<file path="src/rtl/core/acit_pkg.sv">
`default_nettype none

package acit_pkg;

	// Item kinds carried in the slave tuser
	localparam logic [2:0] FN_BUS_READ  = 3'd0;
	localparam logic [2:0] FN_BUS_WRITE = 3'd1;
	localparam logic [2:0] FN_IDLE      = 3'd2;
	localparam logic [2:0] FN_HOST_WR   = 3'd3;
	localparam logic [2:0] FN_HOST_RD   = 3'd4;

	// I/O page register offsets
	localparam logic [3:0] REG_TEST    = 4'h0;
	localparam logic [3:0] REG_CONTROL = 4'h1;
	localparam logic [3:0] REG_DSPADDR = 4'h2;
	localparam logic [3:0] REG_DSPDATA = 4'h3;
	localparam logic [3:0] REG_PORT0   = 4'h4;
	localparam logic [3:0] REG_PORT1   = 4'h5;
	localparam logic [3:0] REG_PORT2   = 4'h6;
	localparam logic [3:0] REG_PORT3   = 4'h7;
	localparam logic [3:0] REG_AUX0    = 4'h8;
	localparam logic [3:0] REG_AUX1    = 4'h9;
	localparam logic [3:0] REG_TARGET0 = 4'ha;
	localparam logic [3:0] REG_TARGET1 = 4'hb;
	localparam logic [3:0] REG_TARGET2 = 4'hc;
	localparam logic [3:0] REG_OUT0    = 4'hd;
	localparam logic [3:0] REG_OUT1    = 4'he;
	localparam logic [3:0] REG_OUT2    = 4'hf;

	localparam int SLOW_TIMER_DIVIDE = 128;
	localparam int FAST_TIMER_DIVIDE = 16;
	localparam int NUM_TIMERS        = 3;

	localparam logic [7:0] TEST_RESET    = 8'h0a;
	localparam logic [7:0] RAM_OFF_VALUE = 8'h5a;

	localparam logic [7:0] BOOT_ROM [64] = '{
		8'hcd, 8'hef, 8'hbd, 8'he8, 8'h00, 8'hc6, 8'h1d, 8'hd0,
		8'hfc, 8'h8f, 8'haa, 8'hf4, 8'h8f, 8'hbb, 8'hf5, 8'h78,
		8'hcc, 8'hf4, 8'hd0, 8'hfb, 8'h2f, 8'h19, 8'heb, 8'hf4,
		8'hd0, 8'hfc, 8'h7e, 8'hf4, 8'hd0, 8'h0b, 8'he4, 8'hf5,
		8'hcb, 8'hf4, 8'hd7, 8'h00, 8'hfc, 8'hd0, 8'hf3, 8'hab,
		8'h01, 8'h10, 8'hef, 8'h7e, 8'hf4, 8'h10, 8'heb, 8'hba,
		8'hf6, 8'hda, 8'h00, 8'hba, 8'hf4, 8'hc4, 8'hf4, 8'hdd,
		8'h5d, 8'hd0, 8'hdb, 8'h1f, 8'h00, 8'h00, 8'hc0, 8'hff
	};

	typedef struct packed {
		logic       step;      // advance the prescaler by clocks
		logic [4:0] clocks;
		logic       gate_old;  // TEST timer gate before this item
		logic       test_wr;   // TEST written: resync with gate_new
		logic       gate_new;
		logic       ctrl_wr;
		logic       ctrl_bit;
		logic       tgt_wr;
		logic       read_clr;
		logic [7:0] data;
	} tmr_ctl_t;

	function automatic logic [4:0] cpu_clocks(input logic [1:0] ws);
		logic [4:0] c;
		unique case (ws)
			2'd0: c = 5'd2;
			2'd1: c = 5'd4;
			2'd2: c = 5'd10;
			default: c = 5'd20;
		endcase
		return c;
	endfunction

	function automatic logic [4:0] timer_clocks(input logic [1:0] ws);
		logic [4:0] c;
		unique case (ws)
			2'd0: c = 5'd2;
			2'd1: c = 5'd4;
			2'd2: c = 5'd8;
			default: c = 5'd16;
		endcase
		return c;
	endfunction

endpackage

`default_nettype wire

</file>
<file path="src/rtl/core/acit_timer.sv">
`default_nettype none

module acit_timer #(
	parameter int DIVIDE = acit_pkg::SLOW_TIMER_DIVIDE
) (
	input  wire                     clk,
	input  wire                     arst_n,
	input  wire acit_pkg::tmr_ctl_t ctl,
	output logic [3:0]              out_count   // after the prescaler step, before any clear
);

	localparam int CNT_W = $clog2(DIVIDE);
	localparam int SUM_W = CNT_W + 1;
	localparam logic [SUM_W-1:0] DIV_S = SUM_W'(DIVIDE);

	logic [CNT_W-1:0] pre_q, pre_d;
	logic             phase_q, phase_d;
	logic             edge_q, edge_d;
	logic             en_q, en_d;
	logic [7:0]       div_q, div_d;
	logic [7:0]       tgt_q, tgt_d;
	logic [3:0]       out_q, out_d;
	logic [SUM_W-1:0] sum;
	logic             wrap;
	logic             level1, fall1, level2, fall2;

	always_comb begin
		sum  = {1'b0, pre_q} + SUM_W'(ctl.clocks);
		wrap = ctl.step && (sum >= DIV_S);
		if (!ctl.step)
			pre_d = pre_q;
		else if (wrap)
			pre_d = CNT_W'(sum - DIV_S);
		else
			pre_d = CNT_W'(sum);
		phase_d = phase_q ^ wrap;

		edge_d = edge_q;
		div_d  = div_q;
		out_d  = out_q;

		// divider clocks on a falling edge of the gated prescaler phase
		level1 = phase_d & ctl.gate_old;
		fall1  = edge_d & ~level1;
		if (wrap) begin
			edge_d = level1;
			if (fall1 && en_q) begin
				div_d = div_d + 8'd1;
				if (div_d == tgt_q) begin
					div_d = '0;
					out_d = out_d + 4'd1;
				end
			end
		end
		out_count = out_d;

		// resync after a TEST write with the new gate
		level2 = phase_d & ctl.gate_new;
		fall2  = edge_d & ~level2;
		if (ctl.test_wr) begin
			edge_d = level2;
			if (fall2 && en_q) begin
				div_d = div_d + 8'd1;
				if (div_d == tgt_q) begin
					div_d = '0;
					out_d = out_d + 4'd1;
				end
			end
		end

		en_d = en_q;
		if (ctl.ctrl_wr) begin
			if (!en_q && ctl.ctrl_bit) begin
				div_d = '0;
				out_d = '0;
			end
			en_d = ctl.ctrl_bit;
		end

		tgt_d = ctl.tgt_wr ? ctl.data : tgt_q;
		if (ctl.read_clr)
			out_d = '0;
	end

	always_ff @(posedge clk or negedge arst_n) begin
		if (!arst_n) begin
			pre_q   <= '0;
			phase_q <= 1'b0;
			edge_q  <= 1'b0;
			en_q    <= 1'b0;
			div_q   <= '0;
			tgt_q   <= '0;
			out_q   <= '0;
		end else begin
			pre_q   <= pre_d;
			phase_q <= phase_d;
			edge_q  <= edge_d;
			en_q    <= en_d;
			div_q   <= div_d;
			tgt_q   <= tgt_d;
			out_q   <= out_d;
		end
	end

endmodule

`default_nettype wire

</file>
<file path="src/rtl/core/audio_cpu_io_and_timers_unit.sv">
// I/O page and timers of an 8-bit sound processor.
// Slave stream: one item per bus read, bus write, idle cycle or host port
// access; tuser carries the kind, tdata the address, write byte, RAM byte,
// DSP byte and the direct-page flag. Master stream: one result per item with
// read data, RAM and DSP write enables, the DSP address and the processor
// clocks the access used.
// An accepted item is held in the input register and is then loaded into
// the result register, from which its result is offered on the master
// stream. Throughput is one item per cycle while the receiver does not stall;
// all register and timer updates are made as an item moves from the input
// register into the result register, so the next item sees them at once.
// When the receiver stalls, the result holds and the input register holds
// one more item; tready on the slave side drops only when both are full.
// Reset clears both stages and puts the TEST bits at RAM writable with
// timers enabled, the boot ROM mapped, and all ports, aux bytes and timers
// at zero.
`default_nettype none

module audio_cpu_io_and_timers_unit #(
	parameter int SLOW_DIVIDE = acit_pkg::SLOW_TIMER_DIVIDE,
	parameter int FAST_DIVIDE = acit_pkg::FAST_TIMER_DIVIDE
) (
	input  wire         clk,
	input  wire         arst_n,
	input  wire         s_axis_tvalid,
	output logic        s_axis_tready,
	// [15:0] address, [23:16] write_data, [31:24] ram_data,
	// [39:32] dsp_read_data, [40] p_flag, [47:41] zero
	input  wire  [47:0] s_axis_tdata,
	// [2:0] func
	input  wire  [2:0]  s_axis_tuser,
	output logic        m_axis_tvalid,
	input  wire         m_axis_tready,
	// [7:0] read_data, [8] ram_write_enable, [9] dsp_write_enable,
	// [16:10] dsp_address, [21:17] clocks_used, [23:22] zero
	output logic [23:0] m_axis_tdata
);

	// input stage
	logic        v_s1;
	logic [2:0]  func_s1;
	logic [15:0] addr_s1;
	logic [7:0]  wdata_s1, ram_s1, dsp_s1;
	logic        pf_s1;
	// result stage
	logic        v_s2;
	logic [23:0] res_s2;
	logic        adv;

	// state
	logic [7:0] test_q;
	logic       bre_q;
	logic [7:0] dsp_idx_q;
	logic [7:0] to_host_q   [4];
	logic [7:0] from_host_q [4];
	logic [7:0] aux_q       [2];

	assign adv           = v_s1 && (!v_s2 || m_axis_tready);
	assign s_axis_tready = !v_s1 || adv;
	assign m_axis_tvalid = v_s2;
	assign m_axis_tdata  = res_s2;

	always_ff @(posedge clk or negedge arst_n) begin
		if (!arst_n) begin
			v_s1 <= 1'b0;
		end else if (s_axis_tready) begin
			v_s1 <= s_axis_tvalid;
		end
	end

	always_ff @(posedge clk) begin
		if (s_axis_tvalid && s_axis_tready) begin
			func_s1  <= s_axis_tuser;
			addr_s1  <= s_axis_tdata[15:0];
			wdata_s1 <= s_axis_tdata[23:16];
			ram_s1   <= s_axis_tdata[31:24];
			dsp_s1   <= s_axis_tdata[39:32];
			pf_s1    <= s_axis_tdata[40];
		end
	end

	// decode
	logic       is_rd, is_wr, is_idle, is_hwr, is_hrd;
	logic       io_page, rom_hit;
	logic [3:0] reg_sel;
	logic [1:0] ws;
	logic       io_wr;
	logic       gate_old, gate_new;
	logic       test_wr;

	always_comb begin
		is_rd   = 1'b0;
		is_wr   = 1'b0;
		is_idle = 1'b0;
		is_hwr  = 1'b0;
		is_hrd  = 1'b0;
		unique case (func_s1)
			acit_pkg::FN_BUS_READ:  is_rd   = 1'b1;
			acit_pkg::FN_BUS_WRITE: is_wr   = 1'b1;
			acit_pkg::FN_IDLE:      is_idle = 1'b1;
			acit_pkg::FN_HOST_WR:   is_hwr  = 1'b1;
			acit_pkg::FN_HOST_RD:   is_hrd  = 1'b1;
			default: ;
		endcase
	end

	assign io_page  = addr_s1[15:4] == 12'h00f;
	assign rom_hit  = (addr_s1[15:6] == 10'h3ff) && bre_q;
	assign reg_sel  = addr_s1[3:0];
	assign ws       = ((io_page || rom_hit) && !is_idle) ? test_q[7:6] : test_q[5:4];
	assign io_wr    = adv && is_wr && io_page;
	assign test_wr  = io_wr && (reg_sel == acit_pkg::REG_TEST) && !pf_s1;
	assign gate_old = test_q[3] & ~test_q[0];
	assign gate_new = wdata_s1[3] & ~wdata_s1[0];

	// timers
	acit_pkg::tmr_ctl_t tctl [acit_pkg::NUM_TIMERS];
	logic [3:0]         tout [acit_pkg::NUM_TIMERS];

	for (genvar t = 0; t < acit_pkg::NUM_TIMERS; t++) begin : g_tmr
		always_comb begin
			tctl[t].step     = adv && (is_rd || is_wr || is_idle);
			tctl[t].clocks   = acit_pkg::timer_clocks(ws);
			tctl[t].gate_old = gate_old;
			tctl[t].test_wr  = test_wr;
			tctl[t].gate_new = gate_new;
			tctl[t].ctrl_wr  = io_wr && (reg_sel == acit_pkg::REG_CONTROL);
			tctl[t].ctrl_bit = wdata_s1[t];
			tctl[t].tgt_wr   = io_wr && (reg_sel == acit_pkg::REG_TARGET0 + 4'(t));
			tctl[t].read_clr = adv && is_rd && io_page
				&& (reg_sel == acit_pkg::REG_OUT0 + 4'(t));
			tctl[t].data     = wdata_s1;
		end

		acit_timer #(
			.DIVIDE((t == 2) ? FAST_DIVIDE : SLOW_DIVIDE)
		) u_tmr (
			.clk       (clk),
			.arst_n    (arst_n),
			.ctl       (tctl[t]),
			.out_count (tout[t])
		);
	end

	// result
	logic [7:0] io_rd, rd;
	logic       ram_we, dsp_we;
	logic [7:0] dsp_idx_next;
	logic [4:0] clk_used;

	always_comb begin
		case (reg_sel)
			acit_pkg::REG_DSPADDR: io_rd = dsp_idx_q;
			acit_pkg::REG_DSPDATA: io_rd = dsp_s1;
			acit_pkg::REG_PORT0, acit_pkg::REG_PORT1,
			acit_pkg::REG_PORT2, acit_pkg::REG_PORT3: io_rd = from_host_q[addr_s1[1:0]];
			acit_pkg::REG_AUX0, acit_pkg::REG_AUX1: io_rd = aux_q[addr_s1[0]];
			acit_pkg::REG_OUT0: io_rd = {4'h0, tout[0]};
			acit_pkg::REG_OUT1: io_rd = {4'h0, tout[1]};
			acit_pkg::REG_OUT2: io_rd = {4'h0, tout[2]};
			default: io_rd = 8'h00;
		endcase

		rd = 8'h00;
		if (is_rd) begin
			if (io_page)
				rd = io_rd;
			else if (rom_hit)
				rd = acit_pkg::BOOT_ROM[addr_s1[5:0]];
			else if (test_q[2])
				rd = acit_pkg::RAM_OFF_VALUE;
			else
				rd = ram_s1;
		end else if (is_hrd) begin
			rd = to_host_q[addr_s1[1:0]];
		end

		ram_we   = is_wr && test_q[1] && !test_q[2];
		dsp_we   = is_wr && io_page && (reg_sel == acit_pkg::REG_DSPDATA) && !dsp_idx_q[7];
		clk_used = (is_rd || is_wr || is_idle) ? acit_pkg::cpu_clocks(ws) : 5'd0;
		dsp_idx_next = (is_wr && io_page && (reg_sel == acit_pkg::REG_DSPADDR))
			? wdata_s1 : dsp_idx_q;
	end

	always_ff @(posedge clk or negedge arst_n) begin
		if (!arst_n) begin
			v_s2 <= 1'b0;
		end else if (adv) begin
			v_s2 <= 1'b1;
		end else if (m_axis_tready) begin
			v_s2 <= 1'b0;
		end
	end

	always_ff @(posedge clk) begin
		if (adv)
			res_s2 <= {2'b00, clk_used, dsp_idx_next[6:0], dsp_we, ram_we, rd};
	end

	// register file updates
	always_ff @(posedge clk or negedge arst_n) begin
		if (!arst_n) begin
			test_q    <= acit_pkg::TEST_RESET;
			bre_q     <= 1'b1;
			dsp_idx_q <= '0;
			for (int i = 0; i < 4; i++) begin
				to_host_q[i]   <= '0;
				from_host_q[i] <= '0;
			end
			aux_q[0] <= '0;
			aux_q[1] <= '0;
		end else if (adv) begin
			dsp_idx_q <= dsp_idx_next;
			if (is_hwr)
				from_host_q[addr_s1[1:0]] <= wdata_s1;
			if (is_wr && io_page) begin
				case (reg_sel)
					acit_pkg::REG_TEST: begin
						if (!pf_s1)
							test_q <= wdata_s1;
					end
					acit_pkg::REG_CONTROL: begin
						if (wdata_s1[4]) begin
							from_host_q[0] <= '0;
							from_host_q[1] <= '0;
						end
						if (wdata_s1[5]) begin
							from_host_q[2] <= '0;
							from_host_q[3] <= '0;
						end
						bre_q <= wdata_s1[7];
					end
					acit_pkg::REG_PORT0, acit_pkg::REG_PORT1,
					acit_pkg::REG_PORT2, acit_pkg::REG_PORT3:
						to_host_q[addr_s1[1:0]] <= wdata_s1;
					acit_pkg::REG_AUX0, acit_pkg::REG_AUX1:
						aux_q[addr_s1[0]] <= wdata_s1;
					default: ;
				endcase
			end
		end
	end

endmodule

`default_nettype wire

</file>
<file path="config.mk">
export PLATFORM = sky130hd
export DESIGN_NAME = audio_cpu_io_and_timers_unit
export DESIGN_NICKNAME = d
export VERILOG_FILES = /design/src/rtl/core/acit_pkg.sv /design/src/rtl/core/acit_timer.sv /design/src/rtl/core/audio_cpu_io_and_timers_unit.sv
export SDC_FILE = /design/constraint.sdc
export NUM_CORES = 1
export LEC_CHECK = 0
export BUFFER_PORTS_ARGS = -buffer_cell sky130_fd_sc_hd__buf_4
export CAP_MARGIN = 20
export CORE_ASPECT_RATIO = 1.25
export CORE_MARGIN = 4
export CORE_UTILIZATION = 35
export CTS_CLUSTER_DIAMETER = 80
export DETAILED_ROUTE_END_ITERATION = 12
export HOLD_SLACK_MARGIN = 0.02
export PLACE_DENSITY_LB_ADDON = 0.15
export SLEW_MARGIN = 20
export SYNTH_ARGS = -nofsm -noshare
export SYNTH_HDL_FRONTEND = slang
export SYNTH_SLANG_ARGS = --single-unit
</file>
<file path="constraint.sdc">
create_clock -name clk -period 6.14 [get_ports clk]
set_clock_uncertainty 0.2 [all_clocks]
set_input_delay 0.307 -clock clk [delete_from_list [all_inputs] [get_ports clk]]
set_output_delay 0.307 -clock clk [all_outputs]
set_load 0.01 [all_outputs]
</file>
==> results of run 1 <==
## logic make-up after synthesis
group / count (synthesis)
AO/OA/AOI/OAI: 324
XOR/XNOR: 101
buffers and inverters: 131
flip-flops: 248
AND/OR/NAND/NOR: 557
other: 1
multiplexers: 136
adder cells (fa/ha/maj): 34
## synth_stat cells, drive strengths merged (16+ instances only)
| master | number |
|---|---|
| dfrtp | 180 |
| nand2 | 166 |
| a21oi | 103 |
| mux2 | 98 |
| nor2 | 86 |
| clkbuf | 83 |
| o21ai | 78 |
| nand3 | 75 |
| xnor2 | 68 |
| edfxtp | 65 |
| nor3 | 43 |
| inv | 34 |
| ha | 31 |
| xor2 | 31 |
| and3 | 26 |
| and2 | 22 |
| mux2i | 20 |
| nand2b | 20 |
| a211oi | 18 |
| mux4 | 18 |
| a31oi | 17 |
| nor2b | 17 |
| nand4 | 16 |
| nor4 | 16 |
## metal layers
layer | wire [um] | GRT usage, % | up-vias
met5 | 0 | 0 | -
met4 | 1220 | 5.60 | 0
met3 | 1470 | 1.84 | 72
met2 | 21500 | 32.1 | 243
met1 | 19300 | 24.4 | 6026
li1 | - | - | 5815
## report_power, final
part	leakage (nW)	internal, mW	switching [mW]
registers	3.10	1.81	0.0692
logic	4.04	0.231	0.288
clock network	0.491	1.11	0.687
total	7.63	3.15	1.04
## sequential cells by signal, summed over array words and instances (netlist names), 8 cells and up
signal / flops
aux_q: 16
g_tmr.u_tmr.tgt_q: 24
to_host_q: 32
from_host_q: 32
g_tmr.u_tmr.pre_q: 15
g_tmr.u_tmr.div_q: 24
dsp_idx_q: 8
ram_s1: 8
test_q: 8
wdata_s1: 8
addr_s1: 16
m_axis_tdata: 21
dsp_s1: 8
g_tmr.u_tmr.out_q: 12
## critical path: cells and delay by family (launching register included)
kind	cells	cell delay (ps)
adder cells (fa/ha/maj)	3	890
buffers and inverters	2	330
AND/OR/NAND/NOR	9	2350
AO/OA/AOI/OAI	7	1290
flip-flops	1	410
multiplexers	1	290
## per-stage QoR
step                      hold WS (ps)  std cells  util [%]  worst slack (ps)
after floorplan                   -189       1534         -               321
after global placement             210       2117      38.6               166
after detailed placement           216       2117      38.6              66.7
after CTS                          194       2217      42.1              22.6
after global routing               226       2219      42.3              30.7
final                              165       2219      42.3               281
## worst max path at each step
stage,start,endpoint,slack (ps),cells past startpoint
CTS,addr_s1[8],g_tmr[1].u_tmr.out_q[3],20,21
global placement,addr_s1[8],g_tmr[1].u_tmr.out_q[3],170,21
detailed placement,addr_s1[8],g_tmr[1].u_tmr.out_q[3],70,21
global route,addr_s1[8],g_tmr[0].u_tmr.div_q[1],30,23
finish,addr_s1[8],g_tmr[1].u_tmr.out_q[3],280,22
floorplan,addr_s1[8],g_tmr[0].u_tmr.out_q[1],320,25
## layout make-up
type	instances	area (um^2)
Timing Repair Buffer	171	1410
Clock inverter	11	165
Fill cell	4140	24400
Inverter	34	128
Tap cell	559	699
Sequential cell	248	6540
Multi-Input combinational cell	1155	8080
Clock buffer	41	831
## repair_timing
action,4_1_cts,5_1_grt
setup endpoints to repair,0,36
resized for setup,0,18
setup buffers,0,2
hold endpoints to repair,128,0
hold buffers,48,0
==> impl_metrics.csv, run 1 <==
group,metric,value,unit
status,status,"complete, no violations",
routing,drt_wl_total,43500,um
setup_path,critPathKind,"reg -> reg",
setup_path,rr_endpoint,"g_tmr[1].u_tmr.out_q[3]",
grt,grt_pass1_vias,12000,
setup_path,crit_top_cell,"a21o_1",
logic_synthesis,synth_top_family_by_area,"simple AND/OR/NAND/NOR gates",
floorplanning,ios,81,
power,irDropWorstVdd,0.209,mV
logic_synthesis,synth-seq-area-share,43.4,%
sta,slew_headroom,26.2,%
routing,vias,12200,
grt,antenna_found_initial,0,
sta,rsz0062_at_grt,"false",
sta,post-route-period-util,95.4,%
cts,clkTransAtPathRegs,60,ps
logic_synthesis,yosys.area_share.adder,2.98,%
cells_and_area,drive_above_1_share,19.7,%
logic_synthesis,netlist_instances,1532,
logic_synthesis,yosysWarnings,0,
logic_synthesis,yosysTopAreaCell,"dfrtp_1",
setup_path,path_cells,"or4_4 > or3_1 > a21o_1 > nand2_1 > o31ai_1 > buf_4 > ha_1 > fa_1 > a21o_1 > a21o_1 > nand4_2 > nor2_1 > mux2_2 > ha_1 > o31ai_2 > nor4_1 > or4_1 > a211oi_2 > nand4bb_1 > buf_4 > or3_1 > a21oi_1",
grt,grt_first_pass_wirelength,68900,um
routing,postRouteAntennaNets,0,
routing,drc,0,
floorplanning,design.core.area,42300,um^2
floorplanning,fp.dieW,193,um
routing,avgRoutedWirePerCell,19.6,um
sta,hold_violations,0,
sta,min_period,5860,ps
floorplanning,start_util,35.6,%
grt,grt.total_usage,18.4,%
cells_and_area,area_growth,18.6,%
logic_synthesis,synth-edff-count,65,
cts,cts-root-buf,"clkbuf_16",
sta,fin_tns_setup,0,ps
cells_and_area,final_cell_mix,"dfrtp_1 (180), nand2_1 (165), buf_4 (121)",
cts,cts_tree,"yes",
routing,drt_iter0_drc,758,
placed_design,hpwl,30500,um
cts,clockBufferDepth,3,
setup_path,reg2reg_slack,280,ps
logic_synthesis,async_flop_share,73.8,%
logic_synthesis,synth_flop_cell,"dfrtp_1",
logic_synthesis,synth_mux_area_share,11.4,%
setup_path,critical_path_arrival,6130,ps
placed_design,io_buffers,70,
floorplanning,die_h,240,um
setup_path,cp-end-kind,"flip-flop",
logic_synthesis,synth_compound_area_share,13.8,%
cells_and_area,fin_area,17900,um^2
setup_path,start_kind,"flip-flop",
floorplanning,core.rowCount,84,
sta,max_freq,0.171,GHz
logic_synthesis,syn_area_per_cell,9.82,um^2
sta,setup_viol,0,
logic_synthesis,syn_area,15000,um^2
cts,cts_buffers,28,
logic_synthesis,synth-seq-cells,248,
power,power,4.20,mW
placed_design,placed_cell_area,16300,um^2
logic_synthesis,synthTopCellsByArea,"dfrtp_1 (30%), edfxtp_1 (13%), mux2_2 (7.3%)",
setup_path,required,6410,ps
cts,clkSinkCount,248,
setup_path,max_stage_delay,580,ps
placed_design,routabilityCongestion,0.897,
grt,overflow,0,
floorplanning,dieArea,46400,um^2
power,leakagePower,7.63,nW
logic_synthesis,synth_top_cell_area_share,29.9,%
grt,grt_max_degree,88,
sta,slew_violations,0,
logic_synthesis,yosys.area_share.xor_xnor,6.06,%
cts,clock_latency,550,ps
cts,htreeDepth,1,
setup_path,r2r_start,"addr_s1[8]",
routing,first_pass_iters,5,
cells_and_area,nNetsFinal,1727,
setup_path,crit_path_max_fanout,7,
routing,vias_per_cell,5.48,
hold_path,hp-class,"in -> async",
setup_path,reg2reg_depth,22,
logic_synthesis,ys_types,88,
logic_synthesis,synth_simple_gate_area_share,19.0,%
cells_and_area,antenna_cells,0,
setup_path,cp_slowest_cell,"or4_4",
cells_and_area,final_common_cell,"dfrtp_1",
power,cellPowerDensity,235,nW/um^2
flow_run,maxCapViolCount,0,
sta,worstMarginPinSlew,1110,ps
Power figures use the tool's default switching activity.
==> inputs of run 2 (changes only) <==
--- a/config.mk
+++ b/config.mk
@@ -10,6 +10,7 @@
 export CORE_ASPECT_RATIO = 1.25
 export CORE_MARGIN = 4
 export CORE_UTILIZATION = 35
+export CTS_BUF_LIST = sky130_fd_sc_hd__clkbuf_2
 export CTS_CLUSTER_DIAMETER = 80
 export DETAILED_ROUTE_END_ITERATION = 12
 export HOLD_SLACK_MARGIN = 0.02
==> impl_metrics.csv, run 2 (synthesis results as in run 1) <==
group,metric,value,unit
status,status,"complete, no violations",
cts,clockBufferDepth,3,
sta,slew_headroom,26.0,%
cells_and_area,final_cell_mix,"dfrtp_1 (180), nand2_1 (166), buf_4 (121)",
routing,drt_wl_total,44900,um
cts,cts_tree,"yes",
sta,setup_viol,0,
sta,hold_violations,0,
floorplanning,core.rowCount,84,
setup_path,critical_path_arrival,6460,ps
placed_design,io_buffers,70,
setup_path,required,6750,ps
cells_and_area,fillers,4196,
setup_path,critPathKind,"reg -> reg",
setup_path,reg2reg_depth,22,
cells_and_area,drive_above_1_share,22.5,%
setup_path,r2r_start,"addr_s1[8]",
power,leakagePower,7.85,nW
cells_and_area,area_growth,19.6,%
sta,layout_setup_ws,289,ps
floorplanning,ios,81,
cts,htreeDepth,3,
sta,worstMarginPinSlew,1110,ps
power,power.switching,1.08,mW
routing,drt_iter0_drc,808,
setup_path,cp-end-kind,"flip-flop",
setup_path,reg2reg_slack,290,ps
hold_path,min_path_cells,4,
hold_path,hp-class,"in -> reg",
floorplanning,fp.dieW,193,um
power,comb_power_share,14.9,%
flow_run,maxCapViolCount,0,
setup_path,start_kind,"flip-flop",
routing,first_pass_iters,6,
grt,grt.total_usage,19.3,%
grt,grt_max_degree,83,
cells_and_area,reg_top3,"from_host_q (32), to_host_q (32)",
routing,drc,0,
setup_path,rr_endpoint,"g_tmr[1].u_tmr.out_q[3]",
power,swShare,29.4,%
power,p_int,2.58,mW
power,irDropWorstVdd,0.146,mV
grt,grt_pass1_vias,12700,
floorplanning,start_util,35.6,%
sta,fin_tns_setup,0,ps
routing,postRouteAntennaNets,0,
placed_design,hpwl,30500,um
placed_design,routabilityCongestion,0.897,
power,pwr-share-seq,51.4,%
routing,vias_per_cell,5.38,
grt,overflow,0,
routing,vias,12600,
cts,clkTransAtPathRegs,100,ps
sta,post-route-period-util,95.3,%
routing,avgRoutedWirePerCell,19.2,um
cts,clock_latency,890,ps
cts,cts-root-buf,"clkbuf_2",
grt,grt_first_pass_wirelength,71200,um
cells_and_area,nNetsFinal,1815,
hold_path,hold_path_end,"m_axis_tvalid",
placed_design,dp_slack,66.7,ps
sta,slew_violations,0,
sta,rsz0062_at_grt,"true",
power,clockPowerShare,33.7,%
hold_path,min_from,"m_axis_tready",
power,cellPowerDensity,203,nW/um^2
cts,cts_buffers,69,
power,power,3.66,mW
cts,clkSinkCount,248,
cells_and_area,final_common_cell,"dfrtp_1",
floorplanning,die_h,240,um
setup_path,crit_path_max_fanout,7,
floorplanning,design.core.area,42300,um^2
floorplanning,dieArea,46400,um^2
sta,min_period,5850,ps
sta,max_freq,0.171,GHz
grt,antenna_found_initial,2,
-- run 2: cell count changes in the layout (fill, tap and decap cells not counted), moves of 3 or more --
| cell | delta |
|---|---|
| dlygate4sd3_1 | +46 |
| clkbuf_16 | -29 |
| clkinv_1 | +5 |
| diode_2 | +3 |
| clkbuf_8 | -6 |
| clkbuf_1 | -6 |
| clkbuf_2 | +112 |
| bufinv_16 | -3 |
-- run 2: layer usage --
metal	up-vias	track usage, %	wire length [um]
met1	6204	24.4	19400
met4	0	7.30	1360
li1	6025	-	-
met3	82	3.50	1850
met2	284	33.0	22300
met5	-	0	0
-- run 2: worst max path at each step --
stage,start,endpoint,slack [ps],depth (start not counted)
after floorplan,addr_s1[8],g_tmr[0].u_tmr.out_q[1],320,25
after global placement,addr_s1[8],g_tmr[1].u_tmr.out_q[3],170,21
after detailed placement,addr_s1[8],g_tmr[1].u_tmr.out_q[3],70,21
after CTS,addr_s1[8],g_tmr[1].u_tmr.out_q[3],30,21
after global routing,addr_s1[8],g_tmr[2].u_tmr.out_q[3],-9,24
final,addr_s1[8],g_tmr[1].u_tmr.out_q[3],290,22
-- run 2: critical path: stages, from the launching register on --
cell and delay [ps]:
edfxtp_1 420, or4_4 580, or3_1 380, a21o_1 250, nand2_1 90, o31ai_1 60
buf_4 160, ha_1 200, fa_1 430, a21o_1 180, a21o_1 230, nand4_2 160
nor2_1 90, mux2_2 290, ha_1 260, o31ai_2 130, nor4_1 130, or4_1 430
a211oi_2 300, nand4bb_1 130, buf_4 170, or3_1 360, a21oi_1 140
-- run 2: final cells by class --
cell class	count	area (um^2)	area share, %
Inverter	34	128	0.709
Tap cell	559	699	3.89
Timing Repair Buffer	218	1900	10.6
Multi-Input combinational cell	1155	8080	44.9
Sequential cell	248	6540	36.3
Clock inverter	12	77.6	0.431
Clock buffer	112	561	3.12
Antenna cell	3	7.51	0.0417
-- run 2: power by group through the flow --
stage                     Clock (mW)  Sequential [mW]  Combinational (mW)
after floorplan                    0             1.90               0.321
after global placement             0             1.91               0.486
after detailed placement           0             1.91               0.498
after CTS                       1.29             1.88               0.549
after global routing            1.38             1.89               0.606
final                           1.23             1.88               0.546
-- run 2: timing repair --
| action | CTS | global route |
|---|---|---|
| hold buffers | 95 | 0 |
| endpoints found under the setup margin | 0 | 36 |
| setup buffers | 0 | 2 |
| resized for setup | 0 | 17 |
| endpoints found under the hold margin | 237 | 0 |
-- run 2: metrics by stage --
stage                     hold WS (ps)  util (%)  std cells  area, um^2
after CTS                         42.1      42.4       2336       17900
after detailed placement           216      38.6       2117       16300
final                              158      42.6       2341       18000
after global routing              88.4      42.6       2341       18000
after floorplan                   -189         -       1534       15100
after global placement             210      38.6       2117       16300
==> inputs of run 3 (changes only) <==
--- a/config.mk
+++ b/config.mk
@@ -9,11 +9,12 @@
 export CAP_MARGIN = 20
 export CORE_ASPECT_RATIO = 1.25
 export CORE_MARGIN = 4
-export CORE_UTILIZATION = 35
+export CORE_UTILIZATION = 55
 export CTS_BUF_LIST = sky130_fd_sc_hd__clkbuf_2
 export CTS_CLUSTER_DIAMETER = 80
 export DETAILED_ROUTE_END_ITERATION = 12
 export HOLD_SLACK_MARGIN = 0.02
+export MAX_ROUTING_LAYER = met4
 export PLACE_DENSITY_LB_ADDON = 0.15
 export SLEW_MARGIN = 20
 export SYNTH_ARGS = -nofsm -noshare
==> constraint.sdc (replaced) <==
create_clock -name clk -period 6.9 [get_ports clk]
set_clock_uncertainty 0.2 [all_clocks]
set_input_delay 0.345 -clock clk [delete_from_list [all_inputs] [get_ports clk]]
set_output_delay 0.345 -clock clk [all_outputs]
set_load 0.01 [all_outputs]
==> impl_metrics.csv, run 3 (synthesis results as in run 1) <==
group,metric,value,unit
grt,grt_max_degree,77,
cells_and_area,final_cell_mix,"dfrtp_1 (180), nand2_1 (166), a21oi_1 (103)",
routing,avgRoutedWirePerCell,19.8,um
cells_and_area,final_common_cell,"dfrtp_1",
placed_design,routabilityCongestion,0.914,
grt,antenna_found_initial,1,
setup_path,r2r_start,"addr_s1[10]",
routing,first_pass_iters,5,
hold_path,min_path_cells,4,
sta,rsz0062_at_grt,"false",
setup_path,rr_endpoint,"g_tmr[1].u_tmr.out_q[3]",
placed_design,io_buffers,70,
power,cellPowerDensity,182,nW/um^2
hold_path,hold_path_end,"m_axis_tvalid",
routing,drt_wl_total,41400,um
setup_path,reg2reg_depth,21,
routing,drc,0,
grt,overflow,0,
cts,cts_tree,"yes",
sta,worstMarginPinSlew,1110,ps
sta,min_period,6380,ps
setup_path,start_kind,"flip-flop",
grt,grt_pass1_vias,12400,
routing,postRouteAntennaNets,0,
grt,grt.total_usage,28.5,%
setup_path,cp-end-kind,"flip-flop",
sta,slew_violations,0,
routing,vias_per_cell,6.05,
setup_path,required,7490,ps
cells_and_area,drive_above_1_share,19.7,%
routing,drt_iter0_drc,881,
power,irDropWorstVdd,0.172,mV
sta,setup_viol,0,
cts,htreeDepth,2,
floorplanning,fp.dieW,156,um
setup_path,reg2reg_slack,520,ps
flow_run,maxCapViolCount,0,
cts,cts-root-buf,"clkbuf_2",
floorplanning,die_h,193,um
sta,post-route-period-util,92.4,%
hold_path,min_from,"m_axis_tready",
power,leakagePower,7.69,nW
sta,hold_slack,214,ps
sta,max_freq,0.157,GHz
setup_path,critical_path_arrival,6970,ps
sta,fin_tns_setup,0,ps
setup_path,crit_path_max_fanout,9,
routing,vias,12700,
setup_path,critPathKind,"reg -> reg",
cts,clkTransAtPathRegs,100,ps
sta,hold_violations,0,
cells_and_area,reg_top3,"from_host_q (32), to_host_q (32)",
floorplanning,ios,81,
floorplanning,start_util,55.9,%
cts,clock_latency,950,ps
cts,clkSinkCount,248,
placed_design,hpwl,27200,um
cells_and_area,nNetsFinal,1786,
floorplanning,design.core.area,26900,um^2
cts,clockBufferDepth,3,
hold_path,hp-class,"in -> reg",
floorplanning,core.rowCount,67,
status,status,"complete, no violations",
cts,cts_buffers,60,
cells_and_area,area_growth,16.0,%
power,power,3.18,mW
sta,slew_headroom,25.3,%
grt,grt_first_pass_wirelength,65900,um
floorplanning,dieArea,30100,um^2
-- run 3: cell types whose count changed in the layout (fill, tap and decap cells not counted), sizes merged --
cell / before / now
buf: 123 / 104
bufinv: 1 / 2
clkbuf: 113 / 87
clkinv: 8 / 20
diode: 3 / 1
inv: 36 / 35
-- run 3: timing repair --
action | 4_1_cts | 5_1_grt
endpoints found under the hold margin | 227 | 0
buffers inserted | 0 | 0
hold buffers | 95 | 0
resized for setup | 0 | 0
setup endpoints to repair | 0 | 0
-- run 3: through the flow --
stage	area (um^2)	utilization, %	instances	worst slack [ps]
final	17500	64.9	2092	522
after global routing	17500	64.9	2092	189
after CTS	17400	64.8	2090	499
after detailed placement	15900	59.0	1884	618
after global placement	15900	59.0	1884	756
after floorplan	15100	-	1534	1080
-- run 3: power breakdown --
group          leakage [nW]  switching (mW)  internal (mW)  total, mW
Combinational          4.16           0.251          0.223      0.473
Sequential             3.10          0.0679           1.61       1.68
Clock                 0.435           0.606          0.418       1.02
Total                  7.69           0.924           2.25       3.18
-- run 3: worst max path at each step --
stage	startpoint	to	cells after the start	slack (ps)
global placement	addr_s1[8]	g_tmr[1].u_tmr.out_q[3]	21	760
detailed placement	addr_s1[8]	g_tmr[1].u_tmr.out_q[3]	21	620
finish	addr_s1[10]	g_tmr[1].u_tmr.out_q[3]	21	520
global route	addr_s1[8]	g_tmr[1].u_tmr.out_q[3]	21	190
floorplan	addr_s1[8]	g_tmr[0].u_tmr.out_q[1]	25	1080
CTS	addr_s1[8]	g_tmr[1].u_tmr.out_q[3]	21	500
-- run 3: worst max-delay path: stages (launching register included) --
cell and delay (ps):
edfxtp_1 410, or4_1 620, or3_1 410, a21o_1 260, nand2_1 90, o31ai_1 80, buf_4 160, ha_1 210
fa_1 450, a21o_1 170, a21o_1 240, nand4_2 270, nor2_1 130, mux2_2 300, ha_1 260, o31ai_1 160
nor4_1 150, or4_1 410, a211oi_1 330, nand4bb_1 340, or3_1 460, a21oi_1 140
-- run 3: layer usage --
metal / global-route usage, % / wire, um / vias to the layer above
met5: - / 0 / -
met4: 9.70 / 1280 / 0
met3: 4.62 / 2440 / 76
met2: 47.1 / 20600 / 441
met1: 35.8 / 17100 / 6183
li1: - / - / 5950
-- run 3: final cells by class --
type,count,area (um^2)
diodes,1,2.50
well taps,345,432
multi-input cells,1155,8020
flip-flops and latches,248,6540
inverters,34,128
repair buffers,198,1760
clock buffers,87,435
clock inverters,24,151
fillers,2196,9450
